--- src/ctcgd_pkg.sv ---
// Shared widths, constants and register indexes for the greedy CTC decoder.
// No dependencies; used by every module in src.
package ctcgd_pkg;

   localparam int SCORE_W = 17;
   localparam int TOKEN_W = 13;
   localparam int MEAN_W = 17;
   localparam int LIMIT_W = 14;

   localparam int ONE_Q16_INT = 65536;
   localparam logic [SCORE_W-1:0] ONE_Q16 = 17'h10000;

   localparam int MAX_CLASSES_DEF = 8192;
   localparam int MAX_STEPS_DEF = 512;

   localparam int REQ_TDATA_W = 24;
   localparam int RSP_TDATA_W = 48;
   localparam int TOKEN_LSB = 0;
   localparam int TSCORE_LSB = TOKEN_LSB + TOKEN_W;
   localparam int MEAN_LSB = TSCORE_LSB + SCORE_W;
   localparam int RSP_PAD_W = RSP_TDATA_W - (MEAN_LSB + MEAN_W);

   localparam int CSR_IDX_W = 2;
   localparam int CSR_DATA_W = 14;
   localparam logic [CSR_IDX_W-1:0] CSR_TOKEN_LIMIT = 2'd0;
   localparam logic [CSR_IDX_W-1:0] CSR_COLLAPSE = 2'd1;

   localparam logic [LIMIT_W-1:0] LIMIT_RESET = 14'd8192;

endpackage

--- src/ctcgd_div.sv ---
// Bit-serial restoring divider for the rounded line mean: one quotient bit per cycle.
// Depends on ctcgd_pkg for default widths.
module ctcgd_div import ctcgd_pkg::*; #(
   parameter int SUM_W = $clog2(ONE_Q16_INT * MAX_STEPS_DEF + 1),
   parameter int CNT_W = $clog2(MAX_STEPS_DEF + 1)
) (
   input  logic               clock,
   input  logic               reset,
   input  logic               start,
   input  logic [SUM_W-1:0]   sum,
   input  logic [CNT_W-1:0]   count,
   output logic               done,
   output logic [SUM_W:0]     quotient
);

   localparam int DIV_W = SUM_W + 1;
   localparam int REM_W = CNT_W + 1;
   localparam int ITER_W = $clog2(DIV_W + 1);

   logic              busy_ff, busy_in;
   logic              done_ff, done_in;
   logic [ITER_W-1:0] iter_ff, iter_in;
   logic [DIV_W-1:0]  num_ff, num_in;
   logic [CNT_W-1:0]  rem_ff, rem_in;
   logic [CNT_W-1:0]  dvs_ff, dvs_in;
   logic [REM_W-1:0]  rem_sh;
   logic [REM_W-1:0]  rem_dif;
   logic              ge;

   always_comb begin
      rem_sh = {rem_ff, num_ff[DIV_W-1]};
      ge = rem_sh >= {1'b0, dvs_ff};
      rem_dif = rem_sh - {1'b0, dvs_ff};
      busy_in = busy_ff;
      done_in = 1'b0;
      iter_in = iter_ff;
      num_in = num_ff;
      rem_in = rem_ff;
      dvs_in = dvs_ff;
      if (start) begin
         busy_in = 1'b1;
         iter_in = ITER_W'(DIV_W);
         num_in = DIV_W'(sum) + DIV_W'(count >> 1);
         rem_in = '0;
         dvs_in = count;
      end else if (busy_ff) begin
         num_in = {num_ff[DIV_W-2:0], ge};
         rem_in = ge ? rem_dif[CNT_W-1:0] : rem_sh[CNT_W-1:0];
         iter_in = iter_ff - 1'b1;
         if (iter_ff == ITER_W'(1)) begin
            busy_in = 1'b0;
            done_in = 1'b1;
         end
      end
   end

   always_ff @(posedge clock) begin
      if (reset) begin
         busy_ff <= 1'b0;
         done_ff <= 1'b0;
         iter_ff <= '0;
      end else begin
         busy_ff <= busy_in;
         done_ff <= done_in;
         iter_ff <= iter_in;
      end
   end

   always_ff @(posedge clock) begin
      num_ff <= num_in;
      rem_ff <= rem_in;
      dvs_ff <= dvs_in;
   end

   assign done = done_ff;
   assign quotient = num_ff;

endmodule

--- src/ctc_greedy_decoder.sv ---
// Greedy CTC decoder: per-step argmax, blank/repeat drop, token output, line mean score.
// A token word is on rsp in the cycle after its step-ending req word; the summary word
// follows an end_of_line word through ST_START, ST_DIV (mean divider in ctcgd_div), ST_SUM.
// Throughput: one req word per cycle within a line while rsp is not stalled; after
// end_of_line req_tready stays low until ST_SUM hands the summary word to rsp.
// Reset: synchronous, active high; clears line state, token_limit to 8192, collapse to 1.
module ctc_greedy_decoder import ctcgd_pkg::*; #(
   parameter int MAX_CLASSES = MAX_CLASSES_DEF,
   parameter int MAX_STEPS = MAX_STEPS_DEF
) (
   input  logic                   clock,
   input  logic                   reset,
   input  logic                   req_tvalid,
   output logic                   req_tready,
   input  logic [REQ_TDATA_W-1:0] req_tdata,   // score[16:0], zero pad
   input  logic                   req_tuser,   // end_of_step
   input  logic                   req_tlast,   // end_of_line
   output logic                   rsp_tvalid,
   input  logic                   rsp_tready,
   output logic [RSP_TDATA_W-1:0] rsp_tdata,   // token[12:0], token_score, mean_score, pad
   output logic                   rsp_tuser,   // is_summary
   output logic                   rsp_tlast,   // last
   input  logic                   csr_valid,
   output logic                   csr_ready,
   input  logic [CSR_IDX_W-1:0]   csr_index,
   input  logic [CSR_DATA_W-1:0]  csr_data
);

   localparam int IDX_W = $clog2(MAX_CLASSES);
   localparam int CNT_W = $clog2(MAX_STEPS + 1);
   localparam int SUM_W = $clog2(ONE_Q16_INT * MAX_STEPS + 1);

   localparam logic [1:0] ST_RUN = 2'd0;
   localparam logic [1:0] ST_START = 2'd1;
   localparam logic [1:0] ST_DIV = 2'd2;
   localparam logic [1:0] ST_SUM = 2'd3;

   logic [1:0]         state_ff, state_in;
   logic [LIMIT_W-1:0] limit_ff, limit_in;
   logic               collapse_ff, collapse_in;
   logic [SCORE_W-1:0] best_sc_ff, best_sc_in;
   logic [IDX_W-1:0]   best_idx_ff, best_idx_in;
   logic [IDX_W-1:0]   pos_ff, pos_in;
   logic [IDX_W-1:0]   prev_idx_ff, prev_idx_in;
   logic               prev_vld_ff, prev_vld_in;
   logic [SUM_W-1:0]   sum_ff, sum_in;
   logic [CNT_W-1:0]   cnt_ff, cnt_in;
   logic [MEAN_W-1:0]  mean_ff, mean_in;
   logic               out_vld_ff, out_vld_in;
   logic [TOKEN_W-1:0] out_token_ff, out_token_in;
   logic [SCORE_W-1:0] out_tsc_ff, out_tsc_in;
   logic [MEAN_W-1:0]  out_mean_ff, out_mean_in;
   logic               out_summ_ff, out_summ_in;
   logic               out_last_ff, out_last_in;

   logic [SCORE_W-1:0] req_score;
   logic [SCORE_W-1:0] sc_clamp;
   logic [SCORE_W-1:0] cur_sc;
   logic [IDX_W-1:0]   cur_idx;
   logic [31:0]        idx_ext;
   logic               out_free;
   logic               accept;
   logic               take;
   logic               drop;
   logic               div_start;
   logic               div_done;
   logic [SUM_W:0]     div_q;

   ctcgd_div #(
      .SUM_W(SUM_W),
      .CNT_W(CNT_W)
   ) u_div (
      .clock    (clock),
      .reset    (reset),
      .start    (div_start),
      .sum      (sum_ff),
      .count    (cnt_ff),
      .done     (div_done),
      .quotient (div_q)
   );

   always_comb begin
      req_score = req_tdata[SCORE_W-1:0];
      out_free = !out_vld_ff || rsp_tready;
      req_tready = (state_ff == ST_RUN) && out_free;
      accept = req_tvalid && req_tready;
      div_start = (state_ff == ST_START);
      sc_clamp = (req_score > ONE_Q16) ? ONE_Q16 : req_score;
      take = (pos_ff == '0) || (sc_clamp > best_sc_ff);
      cur_sc = take ? sc_clamp : best_sc_ff;
      cur_idx = take ? pos_ff : best_idx_ff;
      idx_ext = 32'(cur_idx);
      drop = (cur_idx == '0) || (collapse_ff && prev_vld_ff && (cur_idx == prev_idx_ff));

      state_in = state_ff;
      limit_in = limit_ff;
      collapse_in = collapse_ff;
      best_sc_in = best_sc_ff;
      best_idx_in = best_idx_ff;
      pos_in = pos_ff;
      prev_idx_in = prev_idx_ff;
      prev_vld_in = prev_vld_ff;
      sum_in = sum_ff;
      cnt_in = cnt_ff;
      mean_in = mean_ff;
      out_vld_in = out_vld_ff && !rsp_tready;
      out_token_in = out_token_ff;
      out_tsc_in = out_tsc_ff;
      out_mean_in = out_mean_ff;
      out_summ_in = out_summ_ff;
      out_last_in = out_last_ff;

      if (csr_valid) begin
         unique case (csr_index)
            CSR_TOKEN_LIMIT: limit_in = csr_data[LIMIT_W-1:0];
            CSR_COLLAPSE:    collapse_in = csr_data[0];
            default: ;
         endcase
      end

      unique case (state_ff)
         ST_RUN: begin
            if (accept) begin
               best_sc_in = cur_sc;
               best_idx_in = cur_idx;
               if (pos_ff < IDX_W'(MAX_CLASSES - 1)) begin
                  pos_in = pos_ff + 1'b1;
               end
               if (req_tuser || req_tlast) begin
                  best_sc_in = '0;
                  best_idx_in = '0;
                  pos_in = '0;
                  prev_idx_in = cur_idx;
                  prev_vld_in = 1'b1;
                  if (!drop) begin
                     if (cnt_ff < CNT_W'(MAX_STEPS)) begin
                        sum_in = sum_ff + SUM_W'(cur_sc);
                        cnt_in = cnt_ff + 1'b1;
                     end
                     if (idx_ext < 32'(limit_ff)) begin
                        out_vld_in = 1'b1;
                        out_token_in = idx_ext[TOKEN_W-1:0];
                        out_tsc_in = cur_sc;
                        out_mean_in = '0;
                        out_summ_in = 1'b0;
                        out_last_in = 1'b0;
                     end
                  end
               end
               if (req_tlast) begin
                  prev_idx_in = '0;
                  prev_vld_in = 1'b0;
                  state_in = ST_START;
               end
            end
         end
         ST_START: state_in = ST_DIV;
         ST_DIV: begin
            if (div_done) begin
               mean_in = (cnt_ff == '0) ? '0 : div_q[MEAN_W-1:0];
               state_in = ST_SUM;
            end
         end
         ST_SUM: begin
            if (out_free) begin
               out_vld_in = 1'b1;
               out_token_in = '0;
               out_tsc_in = '0;
               out_mean_in = mean_ff;
               out_summ_in = 1'b1;
               out_last_in = 1'b1;
               sum_in = '0;
               cnt_in = '0;
               state_in = ST_RUN;
            end
         end
         default: state_in = ST_RUN;
      endcase
   end

   always_ff @(posedge clock) begin
      if (reset) begin
         state_ff <= ST_RUN;
         limit_ff <= LIMIT_RESET;
         collapse_ff <= 1'b1;
         best_sc_ff <= '0;
         best_idx_ff <= '0;
         pos_ff <= '0;
         prev_idx_ff <= '0;
         prev_vld_ff <= 1'b0;
         sum_ff <= '0;
         cnt_ff <= '0;
         out_vld_ff <= 1'b0;
      end else begin
         state_ff <= state_in;
         limit_ff <= limit_in;
         collapse_ff <= collapse_in;
         best_sc_ff <= best_sc_in;
         best_idx_ff <= best_idx_in;
         pos_ff <= pos_in;
         prev_idx_ff <= prev_idx_in;
         prev_vld_ff <= prev_vld_in;
         sum_ff <= sum_in;
         cnt_ff <= cnt_in;
         out_vld_ff <= out_vld_in;
      end
   end

   always_ff @(posedge clock) begin
      mean_ff <= mean_in;
      out_token_ff <= out_token_in;
      out_tsc_ff <= out_tsc_in;
      out_mean_ff <= out_mean_in;
      out_summ_ff <= out_summ_in;
      out_last_ff <= out_last_in;
   end

   assign rsp_tvalid = out_vld_ff;
   assign rsp_tdata = {{RSP_PAD_W{1'b0}}, out_mean_ff, out_tsc_ff, out_token_ff};
   assign rsp_tuser = out_summ_ff;
   assign rsp_tlast = out_last_ff;
   assign csr_ready = 1'b1;

endmodule

--- config.mk ---
export PLATFORM = sky130hd
export DESIGN_NAME = ctc_greedy_decoder
export DESIGN_NICKNAME = d
export VERILOG_FILES = /design/src/ctcgd_pkg.sv /design/src/ctcgd_div.sv /design/src/ctc_greedy_decoder.sv
export SDC_FILE = /design/constraint.sdc
export NUM_CORES = 1
export LEC_CHECK = 0
export BUFFER_PORTS_ARGS = -buffer_cell sky130_fd_sc_hd__buf_2
export CORE_MARGIN = 10
export CORE_UTILIZATION = 55
export CTS_CLUSTER_DIAMETER = 60
export DETAILED_ROUTE_END_ITERATION = 16
export GPL_TIMING_DRIVEN = 0
export PLACE_DENSITY = 0.74
export SLEW_MARGIN = 0
export SYNTH_ARGS = -nofsm -noshare
export SYNTH_HDL_FRONTEND = slang
export SYNTH_HIERARCHICAL = 1
export SYNTH_SLANG_ARGS = --single-unit
--- constraint.sdc ---
create_clock -name clock -period 12.28 [get_ports clock]
set_input_delay 0.614 -clock clock [delete_from_list [all_inputs] [get_ports clock]]
set_output_delay 0.614 -clock clock [all_outputs]
set_load 0.05 [all_outputs]
==> flow_summary.json, run 1 <==
{
  "outcome": "finished clean",
  "drtIter0Drc": 767,
  "start_util": 0.563,
  "htree_levels": 1,
  "detail_route.wl_per_cell_um": 18.1,
  "stdcell_count": 1820,
  "grt_overflow": 0,
  "die-width_um": 173,
  "drt_wl_total_um": 32900,
  "grt_pass1_wl_um": 52800,
  "coreArea_sq_um": 22800,
  "relSlewSlack": 0.217,
  "insertion_delay_ns": 0.55,
  "synth_top_area_frac": 0.239,
  "synth_cell_types": 82,
  "worst_pin_slew_ns": 1.16,
  "seq_area_frac_synth": 0.439,
  "cts_buffer_depth": 3,
  "r2r_setup_slack_ns": 5.58,
  "p_leak_nw": 5.78,
  "synth.area.top_cells": "edfxtp_1 24%, dfxtp_1 20%, ha_1 7.3%",
  "pwr_density_cell_nw_per_um2": 184,
  "crit_path_end_kind": "flop",
  "cp.required_ns": 12.69,
  "holdBufCountCts": 0,
  "antenna_found_initial": 0,
  "syn_area_sq_um": 12800,
  "layout-drive-gt1-share": 0.139,
  "synthArstFlopShare": 0,
  "rows": 55,
  "grt_pass1_vias": 9930,
  "fin_ws_ns": 4.57,
  "synth-edff-count": 102,
  "drcViolationCount": 0,
  "syn-mean-instance-area_sq_um": 9.41,
  "worstPathArrival_ns": 8.11,
  "yosysTopAreaCell": "edfxtp_1",
  "cts_resized": 0,
  "min_path_type": "input pin to flop",
  "synthFlopType": "dfxtp_1",
  "hpwl_um": 25000,
  "clk_pin_slew_worst_paths_ns": 0.06,
  "synth_seq_cells": 230,
  "gp_congestion": 0.948,
  "die_h_um": 173,
  "vdd_ir_drop_max_uv": 126,
  "p_total_mw": 2.70,
  "syn2layout_area_growth_pct": 14.1,
  "cp-start-kind": "input pin",
  "post-place-ws_ns": 4.22,
  "vias": 10441,
  "numClockSinks": 230,
  "yosysWarnings": 6,
  "synth_nets": 1488,
  "grt_max_degree": 29,
  "viasPerCell": 5.74,
  "maxCapViolCount": 0,
  "rsz0062_at_grt": "false",
  "diodes": 0,
  "slowest_delay_ns": 0.96,
  "nNetsFinal": 1610,
  "fin_crit_ns": 7.71,
  "skew_ns": 0.0155,
  "tns_ns": 0,
  "finalHoldViolations": 0,
  "dr.pass1.iters": 5,
  "finalSetupViolations": 0,
  "dp_cells": 1768,
  "cts_tree": "built",
  "drv_slew": 0,
  "fmax_mhz": 130,
  "cts-root-buf": "clkbuf_16",
  "crit_path_max_fanout": 10,
  "postCtsSetupRepairBufs": 0,
  "netlist_instances": 1363,
  "io_pins": 100,
  "criticalPathCategory": "input pin to flop",
  "slowest_stage": "o41ai_1",
  "cts_inserted_buffers": 28,
  "finalCritPeriodShare": 0.628,
  "portBuffers": 90,
  "die-area_sq_um": 29800,
  "track_usage": 0.211,
  "postRouteAntennaNets": 0
}
[placed cells by master, fill, tap and decap left out, types with 47 or more instances in the layout]
| master | netlist | layout |
|---|---|---|
| nor2_1 | 144 | 144 |
| dfxtp_1 | 128 | 128 |
| nand2_1 | 110 | 110 |
| edfxtp_1 | 102 | 102 |
| inv_1 | 99 | 99 |
| buf_2 | 8 | 98 |
| a21oi_1 | 99 | 98 |
| ha_1 | 75 | 75 |
| and2_1 | 48 | 48 |
| clkbuf_1 | 42 | 47 |
[path summary, 6_finish.rpt]
kind,startpoint,to,depth (start not counted)
worst max-delay path,req_tdata[0],sum_ff[18],29
worst min-delay path,csr_data[13],limit_ff[13],3
worst max register to register,best_sc_ff[12],sum_ff[18],24
worst min register to register,limit_ff[7],limit_ff[7],2
[registers in the layout, summed over array words and instances, names as in the netlist]
name and count:
u_div/dvs_ff 10, best_idx_ff 13, sum_ff 26, rsp_tlast 1, out_tsc_ff 17, u_div/done 1
best_sc_ff 17, mean_ff 17, u_div/iter_ff 5, prev_idx_ff 13, out_mean_ff 17, rsp_tvalid 1
u_div/quotient 27, out_token_ff 13, state_ff 2, collapse_ff 1, u_div/busy_ff 1, pos_ff 13
prev_vld_ff 1, u_div/rem_ff 10, cnt_ff 10, limit_ff 14
[report_power, final]
part           leakage (nW)  switching, mW  internal, mW
registers              2.00         0.0654         0.979
clock network         0.425          0.333         0.462
logic                  3.36          0.562         0.294
total                  5.78          0.961          1.73
[synth_stat cells, drive strengths merged (4+ instances only)]
cell type / number
o22ai: 10
o311ai: 4
and3: 16
nor3: 26
o211ai: 12
a211o: 5
a22oi: 32
dfxtp: 128
o21ai: 36
or3: 7
nand3b: 4
a21boi: 5
nand2: 112
a21o: 15
nor2b: 27
inv: 99
nand2b: 20
mux2i: 37
edfxtp: 102
or2: 7
mux2: 23
a31oi: 4
nand4: 19
and2: 49
nand4b: 8
buf: 16
a2111oi: 7
nor4: 14
nand3: 29
ha: 75
a31o: 4
xor2: 16
a211oi: 17
xnor2: 45
a21oi: 100
clkbuf: 42
o21a: 8
nor2: 144
o31ai: 5
[layer usage]
metal	vias to the layer above	share of wire	track usage
li1	5088	-	-
met1	4955	0.45	0.286
met4	0	0.016	0.0446
met2	355	0.46	0.347
met5	-	0	0
met3	43	0.074	0.0381
[per-stage QoR]
stage	util	area, sq um	hold WS, ns
2_1_floorplan	-	12800	0.423
3_3_place_gp	0.600	13700	0.436
3_5_place_dp	0.603	13700	0.441
4_1_cts	0.642	14600	0.286
5_1_grt	0.642	14600	0.299
6_report	0.642	14600	0.288
[area by class of cell]
type | instances | area, sq um
plain buffers | 58 | 258
clock buffers | 35 | 758
clock inverters | 17 | 135
fillers | 1929 | 8150
inverters | 99 | 372
multi-input cells | 976 | 6580
flip-flops and latches | 230 | 5630
well taps | 313 | 392
repair buffers | 92 | 505
[logic make-up after synthesis]
group,count (synthesis),share of synthesized area
adder cells (fa/ha/maj),78,0.0779
other,2,0.000586
AO/OA/AOI/OAI,279,0.146
buffers and inverters,157,0.0491
flip-flops,230,0.439
AND/OR/NAND/NOR,496,0.197
multiplexers,60,0.0494
XOR/XNOR,61,0.0417
[critical path: cells and delay by family]
| kind | cells | cell delay [ns] |
|---|---|---|
| compound gates | 13 | 3.36 |
| fa+ha+maj | 3 | 0.94 |
| simple gates | 7 | 1.51 |
| xor+xnor | 1 | 0.21 |
| buf+inv | 5 | 1.47 |
Power figures use the tool's default switching activity.
==> inputs of run 2 (changes only) <==
--- a/config.mk
+++ b/config.mk
@@ -11,7 +11,7 @@
 export CTS_CLUSTER_DIAMETER = 60
 export DETAILED_ROUTE_END_ITERATION = 16
 export GPL_TIMING_DRIVEN = 0
-export PLACE_DENSITY = 0.74
+export PLACE_DENSITY = 0.77
 export SLEW_MARGIN = 0
 export SYNTH_ARGS = -nofsm -noshare
 export SYNTH_HDL_FRONTEND = slang
==> constraint.sdc (replaced) <==
create_clock -name clock -period 7 [get_ports clock]
set_input_delay 0.35 -clock clock [delete_from_list [all_inputs] [get_ports clock]]
set_output_delay 0.35 -clock clock [all_outputs]
set_load 0.05 [all_outputs]
==> flow_summary.json, run 2 (synthesis results as in run 1) <==
{
  "outcome": "finished clean",
  "slowest_stage": "a21oi_4",
  "antenna_found_initial": 2,
  "worstPathArrival_ns": 6.71,
  "vias": 10465,
  "dp_cells": 1768,
  "cts-root-buf": "clkbuf_16",
  "die-width_um": 173,
  "hpwl_um": 24600,
  "fin_area_sq_um": 14600,
  "skew_ns": 0.0176,
  "finalHoldViolations": 0,
  "dr.pass1.iters": 6,
  "maxCapViolCount": 0,
  "cts_buffer_depth": 3,
  "syn2layout_area_growth_pct": 13.7,
  "numClockSinks": 230,
  "track_usage": 0.209,
  "rr_worst_depth": 23,
  "gp_congestion": 0.930,
  "grt_pass1_wl_um": 52400,
  "stdcell_count": 1814,
  "r2r_start": "best_sc_ff[12]",
  "crit_path_end_kind": "flop",
  "crit_family": "compound AO/OA/AOI/OAI gates",
  "crit_buf_inv": 6,
  "die_h_um": 173,
  "die-area_sq_um": 29800,
  "critPathLaunch": "req_tdata[0]",
  "rsz0062_at_grt": "false",
  "nNetsFinal": 1606,
  "finalSetupViolations": 0,
  "clk_pin_slew_worst_paths_ns": 0.06,
  "criticalPathCategory": "input pin to flop",
  "drcViolationCount": 0,
  "htree_levels": 1,
  "viasPerCell": 5.77,
  "p_leak_nw": 5.78,
  "cts_tree": "built",
  "cts_inserted_buffers": 25,
  "crit_path_max_fanout": 21,
  "grt_pass1_vias": 9974,
  "io_pins": 100,
  "holdBufCountCts": 0,
  "cpMostUsedCell": "nand2_1",
  "cp.required_ns": 7.23,
  "postRouteAntennaNets": 0,
  "vdd_ir_drop_max_uv": 186,
  "relSlewSlack": 0.244,
  "grt_overflow": 0,
  "cp-endpoint": "out_mean_ff[16]",
  "insertion_delay_ns": 0.53,
  "r2r_setup_slack_ns": 1.19,
  "portBuffers": 90,
  "place_area_sq_um": 13700,
  "final_common_cell": "nor2_1",
  "slowest_delay_ns": 0.48,
  "rows": 55,
  "final_cell_mix": "144 x nor2_1, 128 x dfxtp_1, 110 x nand2_1, 102 x edfxtp_1, 99 x inv_1",
  "min_path_type": "input pin to flop",
  "postCtsSetupRepairBufs": 0,
  "layout-drive-gt1-share": 0.140,
  "utilization": 0.640,
  "hold_slack_ns": 0.0378,
  "coreArea_sq_um": 22800,
  "tns_ns": 0,
  "post-place-ws_ns": -0.841,
  "start_util": 0.563,
  "drt_wl_total_um": 32500,
  "pwr_density_cell_nw_per_um2": 320,
  "fin_crit_ns": 6.48,
  "drtIter0Drc": 856,
  "cp-start-kind": "input pin",
  "grt_max_degree": 29,
  "p_total_mw": 4.67,
  "cp.depth": 28,
  "worst_pin_slew_ns": 1.13,
  "largest_reg_flops": 27,
  "drv_slew": 0,
  "fin_ws_ns": 0.522,
  "fmax_mhz": 154,
  "detail_route.wl_per_cell_um": 17.9,
  "timing.rr.end": "out_mean_ff[16]",
  "finalCritPeriodShare": 0.925
}
[run 2: cell count changes in the layout (fill, tap and decap cells not counted), moves of 2 or more]
| cell | delta |
|---|---|
| clkinv_2 | +4 |
| clkbuf_1 | -4 |
| clkinv_4 | +2 |
| clkinv_1 | -2 |
| clkinvlp_4 | -2 |
| clkbuf_16 | -4 |
| bufinv_16 | +2 |
| inv_6 | -2 |
[run 2: cell type report]
type	instances	area, sq um
well taps	313	392
flip-flops and latches	230	5630
plain buffers	57	254
diodes	1	2.50
clock buffers	27	633
fillers	1865	8200
clock inverters	19	198
repair buffers	92	505
inverters	99	372
multi-input cells	976	6600
[run 2: tightest hold or removal path, cell delays in order]
cell and delay (ns):
buf_2 0.08, nand2_1 0.04, nand3b_1 0.07
[run 2: worst min-delay path by stage]
| stage | startpoint | end | slack, ns | cells past startpoint |
|---|---|---|---|---|
| after floorplan | reset | u_div/iter_ff[0] | 0.42 | 1 |
| after global placement | prev_vld_ff | prev_vld_ff | 0.44 | 2 |
| after detailed placement | prev_vld_ff | prev_vld_ff | 0.45 | 2 |
| after CTS | csr_data[13] | limit_ff[13] | 0.02 | 3 |
| after global routing | csr_data[13] | limit_ff[13] | 0.03 | 3 |
| final | csr_data[13] | limit_ff[13] | 0.04 | 3 |
[run 2: routing by layer]
layer | up-vias | global-route usage | share of wire
met5 | - | 0 | 0
met4 | 0 | 0.0693 | 0.030
met3 | 67 | 0.0383 | 0.076
met2 | 385 | 0.333 | 0.45
met1 | 4937 | 0.280 | 0.44
li1 | 5076 | - | -
[run 2: where the power goes]
part / leakage, nW / internal (mW) / switching (mW)
Combinational: 3.38 / 0.517 / 0.993
Sequential: 2.00 / 1.72 / 0.113
Clock: 0.405 / 0.772 / 0.556
Total: 5.78 / 3.01 / 1.66
[run 2: timing repair]
action,CTS,global route
setup endpoints to repair,4,53
pin swaps,0,0
resized for setup,1,1
==> inputs of run 3 (changes only) <==
--- a/config.mk
+++ b/config.mk
@@ -7,11 +7,12 @@
 export LEC_CHECK = 0
 export BUFFER_PORTS_ARGS = -buffer_cell sky130_fd_sc_hd__buf_2
 export CORE_MARGIN = 10
-export CORE_UTILIZATION = 55
+export CORE_UTILIZATION = 45
+export CTS_BUF_LIST = sky130_fd_sc_hd__clkbuf_16
 export CTS_CLUSTER_DIAMETER = 60
 export DETAILED_ROUTE_END_ITERATION = 16
 export GPL_TIMING_DRIVEN = 0
-export PLACE_DENSITY = 0.77
+export PLACE_DENSITY = 0.65
 export SLEW_MARGIN = 0
 export SYNTH_ARGS = -nofsm -noshare
 export SYNTH_HDL_FRONTEND = slang
==> flow_summary.json, run 3 (synthesis results as in run 1) <==
{
  "numClockSinks": 230,
  "relSlewSlack": 0.218,
  "place_area_sq_um": 13800,
  "fin_crit_ns": 6.44,
  "outcome": "finished clean",
  "cts_tree": "built",
  "grt_max_degree": 29,
  "fin_area_sq_um": 14800,
  "rsz0062_at_grt": "false",
  "cp-start-kind": "input pin",
  "vias": 10355,
  "maxCapViolCount": 0,
  "skew_ns": 0.0206,
  "hpwl_um": 25400,
  "die_h_um": 189,
  "start_util": 0.459,
  "finalSetupViolations": 0,
  "gp_congestion": 0.937,
  "fmax_mhz": 155,
  "nFillCells": 2558,
  "postRouteAntennaNets": 0,
  "grt_pass1_wl_um": 53900,
  "die-area_sq_um": 35600,
  "cts-root-buf": "clkbuf_16",
  "viasPerCell": 5.49,
  "grt_pass1_vias": 9850,
  "antenna_found_initial": 0,
  "rows": 61,
  "track_usage": 0.184,
  "worstPathArrival_ns": 6.69,
  "criticalPathCategory": "input pin to flop",
  "cpMostUsedCell": "nand2_1",
  "cts_buffer_depth": 3,
  "utilization": 0.530,
  "die-width_um": 189,
  "detail_route.wl_per_cell_um": 17.7,
  "p_total_mw": 4.85,
  "drtIter0Drc": 906,
  "drv_slew": 0,
  "hold_slack_ns": 0.0273,
  "insertion_delay_ns": 0.55,
  "clk_pin_slew_worst_paths_ns": 0.06,
  "p_leak_nw": 5.86,
  "io_pins": 100,
  "drcViolationCount": 0,
  "grt_overflow": 0,
  "portBuffers": 90,
  "crit_path_end_kind": "flop",
  "coreArea_sq_um": 27900,
  "pwr_density_cell_nw_per_um2": 327,
  "worst_pin_slew_ns": 1.14,
  "htree_levels": 1,
  "syn2layout_area_growth_pct": 15.5,
  "nNetsFinal": 1610,
  "finalCritPeriodShare": 0.920,
  "tns_ns": 0,
  "final_common_cell": "nor2_1",
  "vdd_ir_drop_max_uv": 217,
  "crit_path_max_fanout": 21,
  "slowest_stage": "mux2i_1",
  "drt_wl_total_um": 33500,
  "cp.required_ns": 7.24,
  "min_path_type": "input pin to flop",
  "slowest_delay_ns": 0.45,
  "final_cell_mix": "144 x nor2_1, 128 x dfxtp_1, 110 x nand2_1, 102 x inv_1, 102 x edfxtp_1",
  "layout-drive-gt1-share": 0.143,
  "largest_reg_flops": 27,
  "finalHoldViolations": 0,
  "dr.pass1.iters": 5,
  "cts_inserted_buffers": 28
}
[run 3: per-stage QoR]
stage                     cells  setup slack, ns
after floorplan            1363            0.516
after global placement     1831            -2.14
after detailed placement   1833            -1.03
after CTS                  1884            0.346
after global routing       1885           0.0505
final                      1886            0.557
[run 3: report_power, final]
| part | total [mW] | internal [mW] | switching [mW] |
|---|---|---|---|
| sequential | 1.83 | 1.72 | 0.112 |
| combinational | 1.51 | 0.520 | 0.993 |
| clock | 1.51 | 0.922 | 0.586 |
| total | 4.85 | 3.16 | 1.69 |
[run 3: path summary, 6_finish.rpt]
path,startpoint,endpoint,slack (ns),cells after the start
hold reg to reg,prev_vld_ff,prev_vld_ff,0.45,2
hold / removal,csr_data[13],limit_ff[13],0.03,3
setup reg to reg,best_sc_ff[12],out_mean_ff[16],1.25,23
setup / recovery,req_tdata[8],out_mean_ff[16],0.56,28
[run 3: per-layer routing]
| metal | GRT usage | routed length, um |
|---|---|---|
| met5 | 0 | 0 |
| met4 | 0.0470 | 703 |
| met2 | 0.282 | 14700 |
| met3 | 0.0310 | 2110 |
| met1 | 0.262 | 15900 |
[run 3: cell type report]
type,count,area [sq um],area share
Timing Repair Buffer,93,513,0.0346
Antenna cell,1,2.50,0.000169
Clock buffer,30,751,0.0507
Clock inverter,22,221,0.0149
Inverter,99,372,0.0251
Buffer,57,254,0.0171
Sequential cell,230,5630,0.380
Tap cell,378,473,0.0319
Multi-Input combinational cell,976,6610,0.446
[run 3: repair_timing]
action / in CTS / in global routing
setup endpoints to repair: 47 / 47
cloned: 0 / 0
setup buffers: 0 / 1
hold buffers: 0 / 0
pin swaps: 0 / 1
resized for setup: 1 / 2
[run 3: worst max-delay path, delay by kind of cell]
family / cells / cell delay, ns
adder cells (fa/ha/maj): 2 / 0.55
multiplexers: 1 / 0.45
AO/OA/AOI/OAI: 8 / 2.01
buffers and inverters: 6 / 1.35
AND/OR/NAND/NOR: 11 / 1.93
